[src/rtl/gwm_pkg.sv]
`timescale 1ns / 1ps
`default_nettype none
// ----------------------------------------------------------------------------
// gwm_pkg
// Shared types and constants of the wildcard matcher: pattern characters,
// register indexes, bracket-class parse state carried along the cell chain.
// ----------------------------------------------------------------------------
package gwm_pkg;

    localparam int PATTERN_MAX_C = 16;
    localparam int PAT_BYTES     = 16;
    localparam int PAT_IDX_W     = $clog2(PAT_BYTES);
    localparam int LEN_W         = 5;
    localparam int CH_W          = 7;
    localparam int CFG_DATA_W    = 64;
    localparam int CFG_IDX_W     = 2;

    // register indexes
    localparam logic [CFG_IDX_W-1:0] REG_PAT_LOW  = 2'd0;
    localparam logic [CFG_IDX_W-1:0] REG_PAT_HIGH = 2'd1;
    localparam logic [CFG_IDX_W-1:0] REG_PAT_LEN  = 2'd2;

    // reset pattern is a single star
    localparam logic [CFG_DATA_W-1:0] PAT_LOW_RST  = 64'd42;
    localparam logic [CFG_DATA_W-1:0] PAT_HIGH_RST = 64'd0;
    localparam logic [LEN_W-1:0]      PAT_LEN_RST  = 5'd1;

    // pattern characters
    localparam logic [7:0] CH_STAR  = 8'h2A;
    localparam logic [7:0] CH_ANY   = 8'h3F;
    localparam logic [7:0] CH_OPEN  = 8'h5B;
    localparam logic [7:0] CH_CLOSE = 8'h5D;
    localparam logic [7:0] CH_DASH  = 8'h2D;
    localparam logic [7:0] CH_NUL   = 8'h00;

    typedef logic [PAT_BYTES-1:0][7:0] pat_bytes_t;

    typedef enum logic [1:0] {
        TH_PARSE,
        TH_RANGE,
        TH_CLOSED,
        TH_FAIL
    } th_mode_t;

    // parse state of the class opened at one pattern position
    typedef struct packed {
        th_mode_t         mode;
        logic             last_le;
        logic             hit;
        logic [LEN_W-1:0] close_pos;
    } cls_thread_t;

    localparam cls_thread_t THREAD_INIT = '{
        mode:      TH_PARSE,
        last_le:   1'b0,
        hit:       1'b0,
        close_pos: '0
    };

    typedef struct packed {
        logic [CH_W-1:0] ch;
        logic            is_end;
    } item_t;

endpackage
`default_nettype wire

[src/rtl/gwm_if.sv]
`timescale 1ns / 1ps
`default_nettype none
// ----------------------------------------------------------------------------
// gwm_if
// Valid/ready channels of the wildcard matcher: text in, match flag out.
// ----------------------------------------------------------------------------
interface gwm_in_if;
    logic       valid;
    logic       ready;
    logic [7:0] text_byte;
    logic       is_end;

    modport source (output valid, output text_byte, output is_end, input ready);
    modport sink   (input valid, input text_byte, input is_end, output ready);
endinterface

interface gwm_out_if;
    logic valid;
    logic ready;
    logic matched;

    modport source (output valid, output matched, input ready);
    modport sink   (input valid, input matched, output ready);
endinterface
`default_nettype wire

[src/rtl/gwm_cell.sv]
`timescale 1ns / 1ps
`default_nettype none
// ----------------------------------------------------------------------------
// gwm_cell
// One cell of the class chain: applies pattern byte CELL_IDX to the bracket
// class parse of every earlier position, then registers item and state.
// ----------------------------------------------------------------------------
module gwm_cell #(
    parameter int CELL_IDX = 1,
    parameter int NUM_THR  = 16
) (
    input  logic                                  clk,
    input  logic                                  rst_n,
    input  logic                                  en,
    input  logic                                  vld_in,
    input  gwm_pkg::item_t                        item_in,
    input  gwm_pkg::cls_thread_t [NUM_THR-1:0]    thr_in,
    input  logic [7:0]                            pat_char,
    input  logic [gwm_pkg::LEN_W-1:0]             eff_len,
    output logic                                  vld_out,
    output gwm_pkg::item_t                        item_out,
    output gwm_pkg::cls_thread_t [NUM_THR-1:0]    thr_out
);
    import gwm_pkg::*;

    logic                            vld_reg;
    item_t                           item_reg;
    cls_thread_t [NUM_THR-1:0]       thr_reg;
    cls_thread_t [NUM_THR-1:0]       thr_next;

    logic       char_used;
    logic       dash_at_end;
    logic [7:0] ch8;
    logic       single_le;
    logic       single_eq;
    logic       range_hi;

    always_comb
    begin
        char_used   = LEN_W'(CELL_IDX) < eff_len;
        dash_at_end = LEN_W'(CELL_IDX + 1) >= eff_len;
        ch8         = {1'b0, item_in.ch};
        single_le   = pat_char <= ch8;
        single_eq   = pat_char == ch8;
        range_hi    = ch8 <= pat_char;
    end

    always_comb
    begin
        thr_next = thr_in;
        for (int j = 0; j < NUM_THR; j++)
        begin
            // only classes opened before this byte see it
            if (j < CELL_IDX)
            begin
                case (thr_in[j].mode)
                    TH_PARSE:
                    begin
                        if (!char_used)
                        begin
                            thr_next[j].mode = TH_FAIL;
                        end
                        else if (pat_char == CH_CLOSE)
                        begin
                            thr_next[j].mode      = TH_CLOSED;
                            thr_next[j].close_pos = LEN_W'(CELL_IDX + 1);
                        end
                        else if (pat_char == CH_DASH)
                        begin
                            thr_next[j].mode = dash_at_end ? TH_FAIL : TH_RANGE;
                        end
                        else
                        begin
                            thr_next[j].last_le = single_le;
                            thr_next[j].hit     = thr_in[j].hit | single_eq;
                        end
                    end
                    TH_RANGE:
                    begin
                        // range start is the last single char, end is this byte
                        thr_next[j].hit  = thr_in[j].hit | (thr_in[j].last_le & range_hi);
                        thr_next[j].mode = TH_PARSE;
                    end
                    default:
                    begin
                        thr_next[j] = thr_in[j];
                    end
                endcase
            end
        end
    end

    always_ff @(posedge clk or negedge rst_n)
    begin
        if (!rst_n)
        begin
            vld_reg <= 1'b0;
        end
        else if (en)
        begin
            vld_reg <= vld_in;
        end
    end

    always_ff @(posedge clk)
    begin
        if (en)
        begin
            item_reg <= item_in;
            thr_reg  <= thr_next;
        end
    end

    assign vld_out  = vld_reg;
    assign item_out = item_reg;
    assign thr_out  = thr_reg;

endmodule
`default_nettype wire

[src/rtl/gwm_update.sv]
`timescale 1ns / 1ps
`default_nettype none
// ----------------------------------------------------------------------------
// gwm_update
// Active pattern position set: star closure, one step per text char, and
// the match decision on the end item.
// ----------------------------------------------------------------------------
module gwm_update #(
    parameter int PATTERN_MAX = 16,
    parameter int NUM_THR     = 16
) (
    input  logic                                  clk,
    input  logic                                  rst_n,
    input  logic                                  en,
    input  logic                                  vld,
    input  gwm_pkg::item_t                        item,
    input  gwm_pkg::cls_thread_t [NUM_THR-1:0]    thr,
    input  gwm_pkg::pat_bytes_t                   pat,
    input  logic [gwm_pkg::LEN_W-1:0]             eff_len,
    output logic                                  res_push,
    output logic                                  res_matched
);
    import gwm_pkg::*;

    localparam int ACT_W = PATTERN_MAX + 1;
    localparam int IDX_W = $clog2(ACT_W);

    logic [ACT_W-1:0] active_reg;
    logic [ACT_W-1:0] active_next;
    logic [ACT_W-1:0] len_mask;
    logic [ACT_W-1:0] cur;
    logic [ACT_W-1:0] reach;
    logic [ACT_W-1:0] step;
    logic [IDX_W-1:0] len_idx;
    logic [IDX_W-1:0] prev_idx;
    logic [LEN_W-1:0] len_m1;
    logic             end_match;

    always_comb
    begin
        for (int t = 0; t < ACT_W; t++)
        begin
            len_mask[t] = LEN_W'(t) <= eff_len;
        end
        cur      = active_reg & len_mask;
        len_idx  = eff_len[IDX_W-1:0];
        prev_idx = len_idx - IDX_W'(1);
        len_m1   = eff_len - LEN_W'(1);

        // a trailing star still open at the end of the text matches
        end_match = cur[len_idx] ||
                    ((eff_len != '0) && cur[prev_idx] &&
                     (pat[len_m1[PAT_IDX_W-1:0]] == CH_STAR));

        // stars let a position also stand on the byte after them
        reach = cur;
        for (int j = 0; j < PATTERN_MAX; j++)
        begin
            if (reach[j] && (LEN_W'(j) < eff_len) && (pat[j] == CH_STAR))
            begin
                reach[j+1] = 1'b1;
            end
        end

        step = '0;
        for (int j = 0; j < PATTERN_MAX; j++)
        begin
            if (reach[j] && (LEN_W'(j) < eff_len))
            begin
                case (pat[j])
                    CH_STAR:
                    begin
                        step[j] = 1'b1;
                    end
                    CH_ANY:
                    begin
                        step[j+1] = 1'b1;
                    end
                    CH_OPEN:
                    begin
                        if ((thr[j].mode == TH_CLOSED) && thr[j].hit)
                        begin
                            step = step | (ACT_W'(1) << thr[j].close_pos);
                        end
                    end
                    default:
                    begin
                        if (pat[j][CH_W-1:0] == item.ch)
                        begin
                            step[j+1] = 1'b1;
                        end
                    end
                endcase
            end
        end

        active_next = item.is_end ? ACT_W'(1) : step;
    end

    always_ff @(posedge clk or negedge rst_n)
    begin
        if (!rst_n)
        begin
            active_reg <= ACT_W'(1);
        end
        else if (en && vld)
        begin
            active_reg <= active_next;
        end
    end

    assign res_push    = en && vld && item.is_end;
    assign res_matched = end_match;

endmodule
`default_nettype wire

[src/rtl/glob_wildcard_matcher_unit.sv]
`timescale 1ns / 1ps
`default_nettype none
// ----------------------------------------------------------------------------
// glob_wildcard_matcher_unit
// Streams text against a shell-style wildcard pattern of up to 16 bytes
// and reports a match flag on every end-of-text item.
// ----------------------------------------------------------------------------
// path: an end item's flag passes the input register, PATTERN_MAX-1 class
//   cells and the position update, then waits in the result buffer
// throughput: one item per cycle; the chain stalls only when an end item
//   reaches the update stage while the two-entry result buffer is full
// reset: pattern "*" of length 1, only position 0 active, chain and buffer empty
module glob_wildcard_matcher_unit #(
    parameter int PATTERN_MAX = gwm_pkg::PATTERN_MAX_C
) (
    input  logic                              clk,
    input  logic                              rst_n,
    gwm_in_if.sink                            txt,
    gwm_out_if.source                         res,
    input  logic                              cfg_we,
    input  logic [gwm_pkg::CFG_IDX_W-1:0]     cfg_index,
    input  logic [gwm_pkg::CFG_DATA_W-1:0]    cfg_data
);
    import gwm_pkg::*;

    // configuration
    logic [CFG_DATA_W-1:0] pat_low_reg;
    logic [CFG_DATA_W-1:0] pat_high_reg;
    logic [LEN_W-1:0]      pat_len_reg;
    logic [LEN_W-1:0]      eff_len_reg;
    logic [LEN_W-1:0]      eff_len_next;
    logic [LEN_W-1:0]      len_clamped;
    pat_bytes_t            pat;

    // cell chain
    logic                         en;
    logic                         stg0_vld_reg;
    item_t                        stg0_item_reg;
    logic                         stg_vld  [PATTERN_MAX];
    item_t                        stg_item [PATTERN_MAX];
    cls_thread_t [PATTERN_MAX-1:0] stg_thr [PATTERN_MAX];

    // result buffer
    logic       res_push;
    logic       res_matched;
    logic       buf_mem_reg [2];
    logic       wr_ptr_reg;
    logic       rd_ptr_reg;
    logic [1:0] buf_cnt_reg;
    logic [1:0] buf_cnt_next;
    logic       buf_full;
    logic       pop;

    always_ff @(posedge clk or negedge rst_n)
    begin
        if (!rst_n)
        begin
            pat_low_reg  <= PAT_LOW_RST;
            pat_high_reg <= PAT_HIGH_RST;
            pat_len_reg  <= PAT_LEN_RST;
        end
        else if (cfg_we)
        begin
            case (cfg_index)
                REG_PAT_LOW:  pat_low_reg  <= cfg_data;
                REG_PAT_HIGH: pat_high_reg <= cfg_data;
                REG_PAT_LEN:  pat_len_reg  <= cfg_data[LEN_W-1:0];
                default:      ;
            endcase
        end
    end

    assign pat = {pat_high_reg, pat_low_reg};

    // a zero byte ends the pattern early
    always_comb
    begin
        len_clamped  = (pat_len_reg > LEN_W'(PATTERN_MAX)) ? LEN_W'(PATTERN_MAX)
                                                           : pat_len_reg;
        eff_len_next = len_clamped;
        for (int i = PAT_BYTES - 1; i >= 0; i--)
        begin
            if ((LEN_W'(i) < len_clamped) && (pat[i] == CH_NUL))
            begin
                eff_len_next = LEN_W'(i);
            end
        end
    end

    always_ff @(posedge clk or negedge rst_n)
    begin
        if (!rst_n)
        begin
            eff_len_reg <= PAT_LEN_RST;
        end
        else
        begin
            eff_len_reg <= eff_len_next;
        end
    end

    // chain moves unless a flag has nowhere to go
    assign buf_full  = buf_cnt_reg == 2'd2;
    assign en        = !(stg_vld[PATTERN_MAX-1] && stg_item[PATTERN_MAX-1].is_end && buf_full);
    assign txt.ready = en;

    always_ff @(posedge clk or negedge rst_n)
    begin
        if (!rst_n)
        begin
            stg0_vld_reg <= 1'b0;
        end
        else if (en)
        begin
            stg0_vld_reg <= txt.valid;
        end
    end

    always_ff @(posedge clk)
    begin
        if (en)
        begin
            stg0_item_reg.ch     <= txt.text_byte[CH_W-1:0];
            stg0_item_reg.is_end <= txt.is_end;
        end
    end

    assign stg_vld[0]  = stg0_vld_reg;
    assign stg_item[0] = stg0_item_reg;
    assign stg_thr[0]  = {PATTERN_MAX{THREAD_INIT}};

    for (genvar s = 1; s < PATTERN_MAX; s++)
    begin : g_cell
        gwm_cell #(
            .CELL_IDX (s),
            .NUM_THR  (PATTERN_MAX)
        ) u_cell (
            .clk      (clk),
            .rst_n    (rst_n),
            .en       (en),
            .vld_in   (stg_vld[s-1]),
            .item_in  (stg_item[s-1]),
            .thr_in   (stg_thr[s-1]),
            .pat_char (pat[s]),
            .eff_len  (eff_len_reg),
            .vld_out  (stg_vld[s]),
            .item_out (stg_item[s]),
            .thr_out  (stg_thr[s])
        );
    end

    gwm_update #(
        .PATTERN_MAX (PATTERN_MAX),
        .NUM_THR     (PATTERN_MAX)
    ) u_update (
        .clk         (clk),
        .rst_n       (rst_n),
        .en          (en),
        .vld         (stg_vld[PATTERN_MAX-1]),
        .item        (stg_item[PATTERN_MAX-1]),
        .thr         (stg_thr[PATTERN_MAX-1]),
        .pat         (pat),
        .eff_len     (eff_len_reg),
        .res_push    (res_push),
        .res_matched (res_matched)
    );

    // two-entry result buffer
    assign pop          = res.valid && res.ready;
    assign buf_cnt_next = buf_cnt_reg + {1'b0, res_push} - {1'b0, pop};

    always_ff @(posedge clk or negedge rst_n)
    begin
        if (!rst_n)
        begin
            buf_cnt_reg <= 2'd0;
            wr_ptr_reg  <= 1'b0;
            rd_ptr_reg  <= 1'b0;
        end
        else
        begin
            buf_cnt_reg <= buf_cnt_next;
            if (res_push)
            begin
                wr_ptr_reg <= ~wr_ptr_reg;
            end
            if (pop)
            begin
                rd_ptr_reg <= ~rd_ptr_reg;
            end
        end
    end

    always_ff @(posedge clk)
    begin
        if (res_push)
        begin
            buf_mem_reg[wr_ptr_reg] <= res_matched;
        end
    end

    assign res.valid   = buf_cnt_reg != 2'd0;
    assign res.matched = buf_mem_reg[rd_ptr_reg];

endmodule
`default_nettype wire

[src/flat_wrapper.sv]
// flat-port wrapper written by rule: the top's interface ports become plain ports
module glob_wildcard_matcher_unit_flat import gwm_pkg::*;
#(
    parameter int PATTERN_MAX = gwm_pkg::PATTERN_MAX_C
)
  (clk, rst_n, cfg_we, cfg_index, cfg_data, txt_valid, txt_text_byte, txt_is_end, txt_ready, res_valid, res_matched, res_ready);
  gwm_in_if txt_i ();
  gwm_out_if res_i ();
  input  logic clk;
  input  logic rst_n;
  input  logic cfg_we;
  input  logic [gwm_pkg::CFG_IDX_W-1:0] cfg_index;
  input  logic [gwm_pkg::CFG_DATA_W-1:0] cfg_data;
  input wire logic [$bits(txt_i.valid)-1:0] txt_valid;
  input wire logic [$bits(txt_i.text_byte)-1:0] txt_text_byte;
  input wire logic [$bits(txt_i.is_end)-1:0] txt_is_end;
  output wire logic [$bits(txt_i.ready)-1:0] txt_ready;
  output wire logic [$bits(res_i.valid)-1:0] res_valid;
  output wire logic [$bits(res_i.matched)-1:0] res_matched;
  input wire logic [$bits(res_i.ready)-1:0] res_ready;
  assign txt_i.valid = txt_valid;
  assign txt_i.text_byte = txt_text_byte;
  assign txt_i.is_end = txt_is_end;
  assign txt_ready = txt_i.ready;
  assign res_valid = res_i.valid;
  assign res_matched = res_i.matched;
  assign res_i.ready = res_ready;
  glob_wildcard_matcher_unit #(.PATTERN_MAX(PATTERN_MAX)) u_core (.clk(clk), .rst_n(rst_n), .txt(txt_i), .res(res_i), .cfg_we(cfg_we), .cfg_index(cfg_index), .cfg_data(cfg_data));
endmodule
[config.mk]
export PLATFORM = sky130hd
export DESIGN_NAME = glob_wildcard_matcher_unit_flat
export DESIGN_NICKNAME = d
export VERILOG_FILES = /design/src/rtl/gwm_pkg.sv /design/src/rtl/gwm_if.sv /design/src/rtl/gwm_cell.sv /design/src/rtl/gwm_update.sv /design/src/rtl/glob_wildcard_matcher_unit.sv /design/src/flat_wrapper.sv
export SDC_FILE = /design/constraint.sdc
export NUM_CORES = 2
export LEC_CHECK = 0
export BUFFER_PORTS_ARGS = -buffer_cell sky130_fd_sc_hd__buf_2
export CORE_ASPECT_RATIO = 1.5
export CORE_MARGIN = 10
export CORE_UTILIZATION = 35
export CTS_CLUSTER_SIZE = 20
export DETAILED_ROUTE_END_ITERATION = 10
export PLACE_DENSITY = 0.52
export SYNTH_ARGS = -nofsm -noshare
export SYNTH_HDL_FRONTEND = slang
export SYNTH_SLANG_ARGS = --single-unit
export TNS_END_PERCENT = 10
[constraint.sdc]
create_clock -name clk -period 45.4 [get_ports clk]
set_clock_uncertainty 0.05 [all_clocks]
set_input_delay 9.08 -clock clk [delete_from_list [all_inputs] [get_ports clk]]
set_output_delay 9.08 -clock clk [all_outputs]
set_load 0.03 [all_outputs]
Yosys cells after proc, flatten, opt, wreduce, memory -nomap -nowiden. Memories as Yosys holds them, arrays and structs flattened. Index checks and enable logic that the tools add are counted.

Shifts and indexed selects: 15. Reductions and logical operators: 229. Bitwise gates (word level): 347. Muxes and demuxes: 1350. $lt $le $gt $ge: 96. Add/subtract/negate cells: 3. Equal/unequal tests: 233.

Operators with widths (number): two-way mux 5 bit (230); two-way mux 2 bit (531); two-way mux 7 bit (93); two-way mux 17 bit (32); one-hot mux 2 bit (2 select lines) (105); equality test 8 x 6 -> 1 bit (second input constant) (48); << shifter 1 x 5 -> 17 bit (first input constant) (15); equality test 8 x 7 -> 1 bit (second input constant) (31); one-hot mux 1 bit (2 select lines) (121); bitwise OR 17 bit (14); equality test 2 x 1 -> 1 bit (second input constant) (106); zero test 2 bit (106); bitwise OR 1 bit (210); two-way mux 1 bit (172); zero test 8 bit (16); equality test 8 x 7 -> 1 bit (15); equality test 7 bit (16); <= comparator 7 x 8 -> 1 bit (14); <= comparator 8 x 7 -> 1 bit (14); AND 1 bit (105); two-way mux 6 bit (16); less-than comparator 4 x 5 -> 1 bit (first input constant) (16); logical AND 1 bit (69); one-hot mux 1 bit (3 select lines) (15); 40 further kinds (163).

Logic and storage cells: 2810. Register bits after elaboration: 1368. Output and inout port bits: 3. RAM bits: 2. Bits of input ports: 80. Memories: 1.

Memories: u_core.buf_mem_reg (depth 2, bits a word 1, read ports 1, clocked after memory_dff 0, wr ports 1, RTL line glob_wildcard_matcher_unit.sv:46) `logic buf_mem_reg [2];`.

Logic depth before layout (Yosys ltp).
Word-level depth: 65. Gate-level depth with buffers: 15. Mapped depth without buffers: 12.

Cells and area by module. Synthesis repeated with hierarchy kept, for this count alone.

Cell total of the unflattened synthesis: 6902. Area total of the unflattened synthesis: 103182.7 µm².

By module, submodules not included: gwm_update (cells an instance 1277, instances 1, area each 8385.5 µm²); gwm_cell (u_core.g_cell[15].u_cell) (cells an instance 482, instances 1, area each 6723.9 µm²); gwm_cell (u_core.g_cell[14].u_cell) (cells an instance 447, instances 1, area each 6591.3 µm²); gwm_cell (u_core.g_cell[13].u_cell) (cells an instance 473, instances 1, area each 6542.5 µm²); gwm_cell (u_core.g_cell[12].u_cell) (cells an instance 421, instances 1, area each 6498.7 µm²); glob_wildcard_matcher_unit (cells an instance 436, instances 1, area each 6349.8 µm²); gwm_cell (u_core.g_cell[10].u_cell) (cells an instance 385, instances 1, area each 6208.5 µm²); gwm_cell (u_core.g_cell[11].u_cell) (cells an instance 408, instances 1, area each 6164.7 µm²); gwm_cell (u_core.g_cell[9].u_cell) (cells an instance 374, instances 1, area each 6090.8 µm²); gwm_cell (u_core.g_cell[8].u_cell) (cells an instance 342, instances 1, area each 5850.6 µm²); gwm_cell (u_core.g_cell[7].u_cell) (cells an instance 331, instances 1, area each 5819.3 µm²); gwm_cell (u_core.g_cell[6].u_cell) (cells an instance 299, instances 1, area each 5734.2 µm²); gwm_cell (u_core.g_cell[5].u_cell) (cells an instance 267, instances 1, area each 5445.2 µm²); gwm_cell (u_core.g_cell[4].u_cell) (cells an instance 274, instances 1, area each 5377.7 µm²); +3 rows.

Worst setup path after synthesis. OpenSTA, ideal clock, no wires.

Path type: flip-flop to output port. From: register u_core.g_cell[15].u_cell.item_reg, in the netlist u_core.g_cell[15].u_cell.item_out[0]. To: output txt_ready. Path slack: 8.364 ns. Stages on the path, launching flop included: 3. Data arrival time: 27.906 ns. Buffers on the path: 1. Cell sequence: edfxtp_1 -> nand4b_1 -> clkbuf_1.

Cells in the longest elaborated chain, start to end: 3.

RTL lines: start: declaration (RTL line gwm_cell.sv:27) `item_t item_reg;`; start signal: assignment (RTL line gwm_cell.sv:109) `item_reg <= item_in;`; logical AND 1 bit (2 in series) (RTL line glob_wildcard_matcher_unit.sv:104) `assign en = !(stg_vld[PATTERN_MAX-1] && stg_item[PATTERN_MAX-1].is_end && buf_full);`; zero test 1 bit (RTL line glob_wildcard_matcher_unit.sv:104); end: declaration (RTL line flat_wrapper.sv:17) `output wire logic [$bits(txt_i.ready)-1:0] txt_ready;`.

Every way passes these cells.

Worst setup path after layout. Same ends and word-level chain as after synthesis.

==> flow_summary.json <==
{
  "largest_register_ffs": 866,
  "drt-vias-per-instance": 5.459,
  "ios": 83,
  "whs_ns": 0.3660,
  "cp_cell_sequence": "nand4b_1 > buf_4 > buf_2",
  "mostFrequentLayoutCells": "996 x edfxtp_1, 409 x nand2_1, 360 x nor2_1, 238 x nand2b_1, 209 x mux2_2",
  "worstSetupPathType": "flop to primary output",
  "ant_nets": 0,
  "status": "finished clean",
  "nets": 4995,
  "routedWlPerCell_um": 27.56,
  "grt_usage": 0.2127,
  "final_cell_area_um2": 63040,
  "final_layout_size_suffix_gt1_frac": 0.1292,
  "clk_latency_ns": 0.77,
  "avgSynthCellArea_um2": 12.03,
  "max_cap_viol_count": 0,
  "hold_buffers": 0,
  "wl_mm": 192.5,
  "fp.dieH_um": 509.5,
  "holdPathStages": 0,
  "ys_ff_latch": 1171,
  "htreeDepth": 3,
  "cpMaxStageDelayCell": "edfxtp_1",
  "dr.pass1.iters": 7,
  "r2r_cells": 7,
  "yosysSeqAreaShare": 0.6134,
  "synth.distinct_cells": 94,
  "fill_cells": 15080,
  "crit_path_end_kind": "primary output",
  "power_density_nw_per_um2": 67.92,
  "synth_edf_count": 996,
  "dieArea_um2": 176500,
  "start_kind": "flop",
  "synth_mux_area_frac": 0.04406,
  "place.gp.congestion": 1.004,
  "path_clk_slew_ns": 0.06,
  "p_leak_nw": 25.31,
  "synth_xor_area_frac": 0.01848,
  "ir_drop_mv": 0.06664,
  "final-hold-violation-count": 0,
  "crit_fanout": 31,
  "setup_viol": 0,
  "clockBufferDepth": 3,
  "grt-ovfl-total": 0,
  "hpwlAfterDp_mm": 143.7,
  "crit_arrival_ns": 2.05,
  "synth-compound-area-share": 0.09971,
  "first_global_vias": 38070,
  "antenna_found_initial": 15,
  "drc": 0,
  "place_area_um2": 59250,
  "critPathMaxStageDelay_ns": 0.46,
  "maxSlewHeadroom": 0.1374,
  "cts_setup_buffers": 0,
  "clkSinkCount": 1171,
  "period_share": 0.2464,
  "syn_area_um2": 55910,
  "area_growth_pct": 12.75,
  "drv_slew": 0,
  "utilization": 0.3970,
  "required_ns": 36.27,
  "drtIter0Drc": 3213,
  "syn-num-nets": 4839,
  "tns_ns": 0,
  "rows": 179,
  "fin_ws_ns": 34.22,
  "hp-class": "flop to flop",
  "tightest_slew_ns": 1.276,
  "syn_inst": 4647,
  "synthAdderAreaFrac": 0.02506,
  "io_buffers": 81,
  "grt_pass1_wl_mm": 270.3,
  "vias": 38120,
  "start_util": 0.3521,
  "fmax_mhz": 89.41,
  "post_synth_and_or_nand_nor_area_fraction": 0.1770,
  "grt_max_degree": 195,
  "layout_commonest_cell": "edfxtp_1",
  "cts_resized": 0,
  "synth_ff_type": "edfxtp_1",
  "cts_tree": "yes",
  "postSynth.asyncResetShare": 0.1494,
  "period_minus_slack_ns": 11.18,
  "cts_buffers": 112,
  "die_x_um": 346.3,
  "core-area_um2": 158800,
  "cts_root_buf": "clkbuf_16",
  "yosysWarnings": 0,
  "dp_slack_ns": 34.52,
  "synth_top_family_by_area": "simple AND/OR/NAND/NOR gates",
  "rsz0062_at_grt": "false"
}
==> stage by stage <==
stage,cells,power [mW]
final,6983,4.282
after global routing,6983,4.488
after CTS,6981,4.307
after detailed placement,6769,3.322
after global placement,6769,3.299
after floorplan,4647,3.003
==> Yosys cell counts, types with 25 or more instances <==
| cell type | n | area, um^2 |
|---|---|---|
| nand4b_1 | 25 | 219.0 |
| clkbuf_1 | 119 | 446.7 |
| nand3_1 | 79 | 395.4 |
| nand3b_1 | 42 | 315.3 |
| and2_1 | 123 | 769.5 |
| nor2b_1 | 97 | 606.8 |
| o21bai_1 | 130 | 975.9 |
| mux2_2 | 209 | 2354 |
| o21ai_0 | 116 | 580.6 |
| xnor2_1 | 54 | 473.0 |
| nor2_1 | 363 | 1363 |
| ha_1 | 112 | 1401 |
| edfxtp_1 | 996 | 29910 |
| or3_1 | 25 | 156.4 |
| a31oi_1 | 48 | 300.3 |
| nand2_1 | 410 | 1539 |
| a21oi_1 | 171 | 855.8 |
| dfrtp_1 | 169 | 4229 |
| nor4_1 | 72 | 450.4 |
| inv_1 | 193 | 724.4 |
| xor2_1 | 64 | 560.5 |
| nand2b_1 | 238 | 1489 |
| nand4_1 | 50 | 312.8 |
| nor3_1 | 195 | 975.9 |
| a21o_1 | 140 | 1051 |
| and3_1 | 27 | 168.9 |
==> area by class of cell <==
type | instances | area (um^2) | share of cell area
Sequential cell | 1171 | 34300 | 0.5440
Multi-Input combinational cell | 3147 | 20480 | 0.3249
Inverter | 195 | 732.0 | 0.01161
Clock buffer | 144 | 3007 | 0.04769
Antenna cell | 1 | 2.502 | 0.00003969
Timing Repair Buffer | 176 | 1137 | 0.01804
Clock inverter | 68 | 782.0 | 0.01240
Tap cell | 2081 | 2604 | 0.04130
==> final timing paths <==
kind,from,end,slack [ns]
worst min-delay path,u_core.g_cell[6].u_cell.item_out[0],u_core.g_cell[7].u_cell.item_out[0],0.37
worst min register to register,u_core.g_cell[6].u_cell.item_out[0],u_core.g_cell[7].u_cell.item_out[0],0.37
max in group asynchronous,rst_n,u_core.pat_low_reg[38],35.33
min in group asynchronous,rst_n,u_core.pat_high_reg[12],8.35
worst max-delay path,u_core.g_cell[15].u_cell.item_out[0],txt_ready,34.22
worst max register to register,u_core.g_cell[15].u_cell.item_out[0],u_core.g_cell[10].u_cell.thr_out[38],39.68
==> kinds of logic after synthesis <==
kind of cell,Yosys count
multiplexers,215
adder cells (fa/ha/maj),112
AO/OA/AOI/OAI,821
buffers and inverters,329
XOR/XNOR,118
AND/OR/NAND/NOR,1881
flip-flops,1171
==> worst max-delay path, delay by kind of cell (launching register included) <==
kind          cells  cell delay, ns
flops             1            0.46
simple gates      1            0.17
buf+inv           2            0.70
==> power breakdown <==
| group | internal [mW] | leakage [nW] | switching (mW) |
|---|---|---|---|
| sequential | 1.77 | 13.1 | 0.356 |
| combinational | 0.437 | 10.4 | 0.746 |
| clock | 0.546 | 1.84 | 0.430 |
==> metal layers <==
metal	GRT usage	up-vias	wire length [um]
met2	0.4016	1240	102300
met1	0.2234	18940	67890
met5	0	-	49
met3	0.02943	416	9922
met4	0.1242	6	12320
li1	-	17520	-
(Power assumes the default switching activity.)
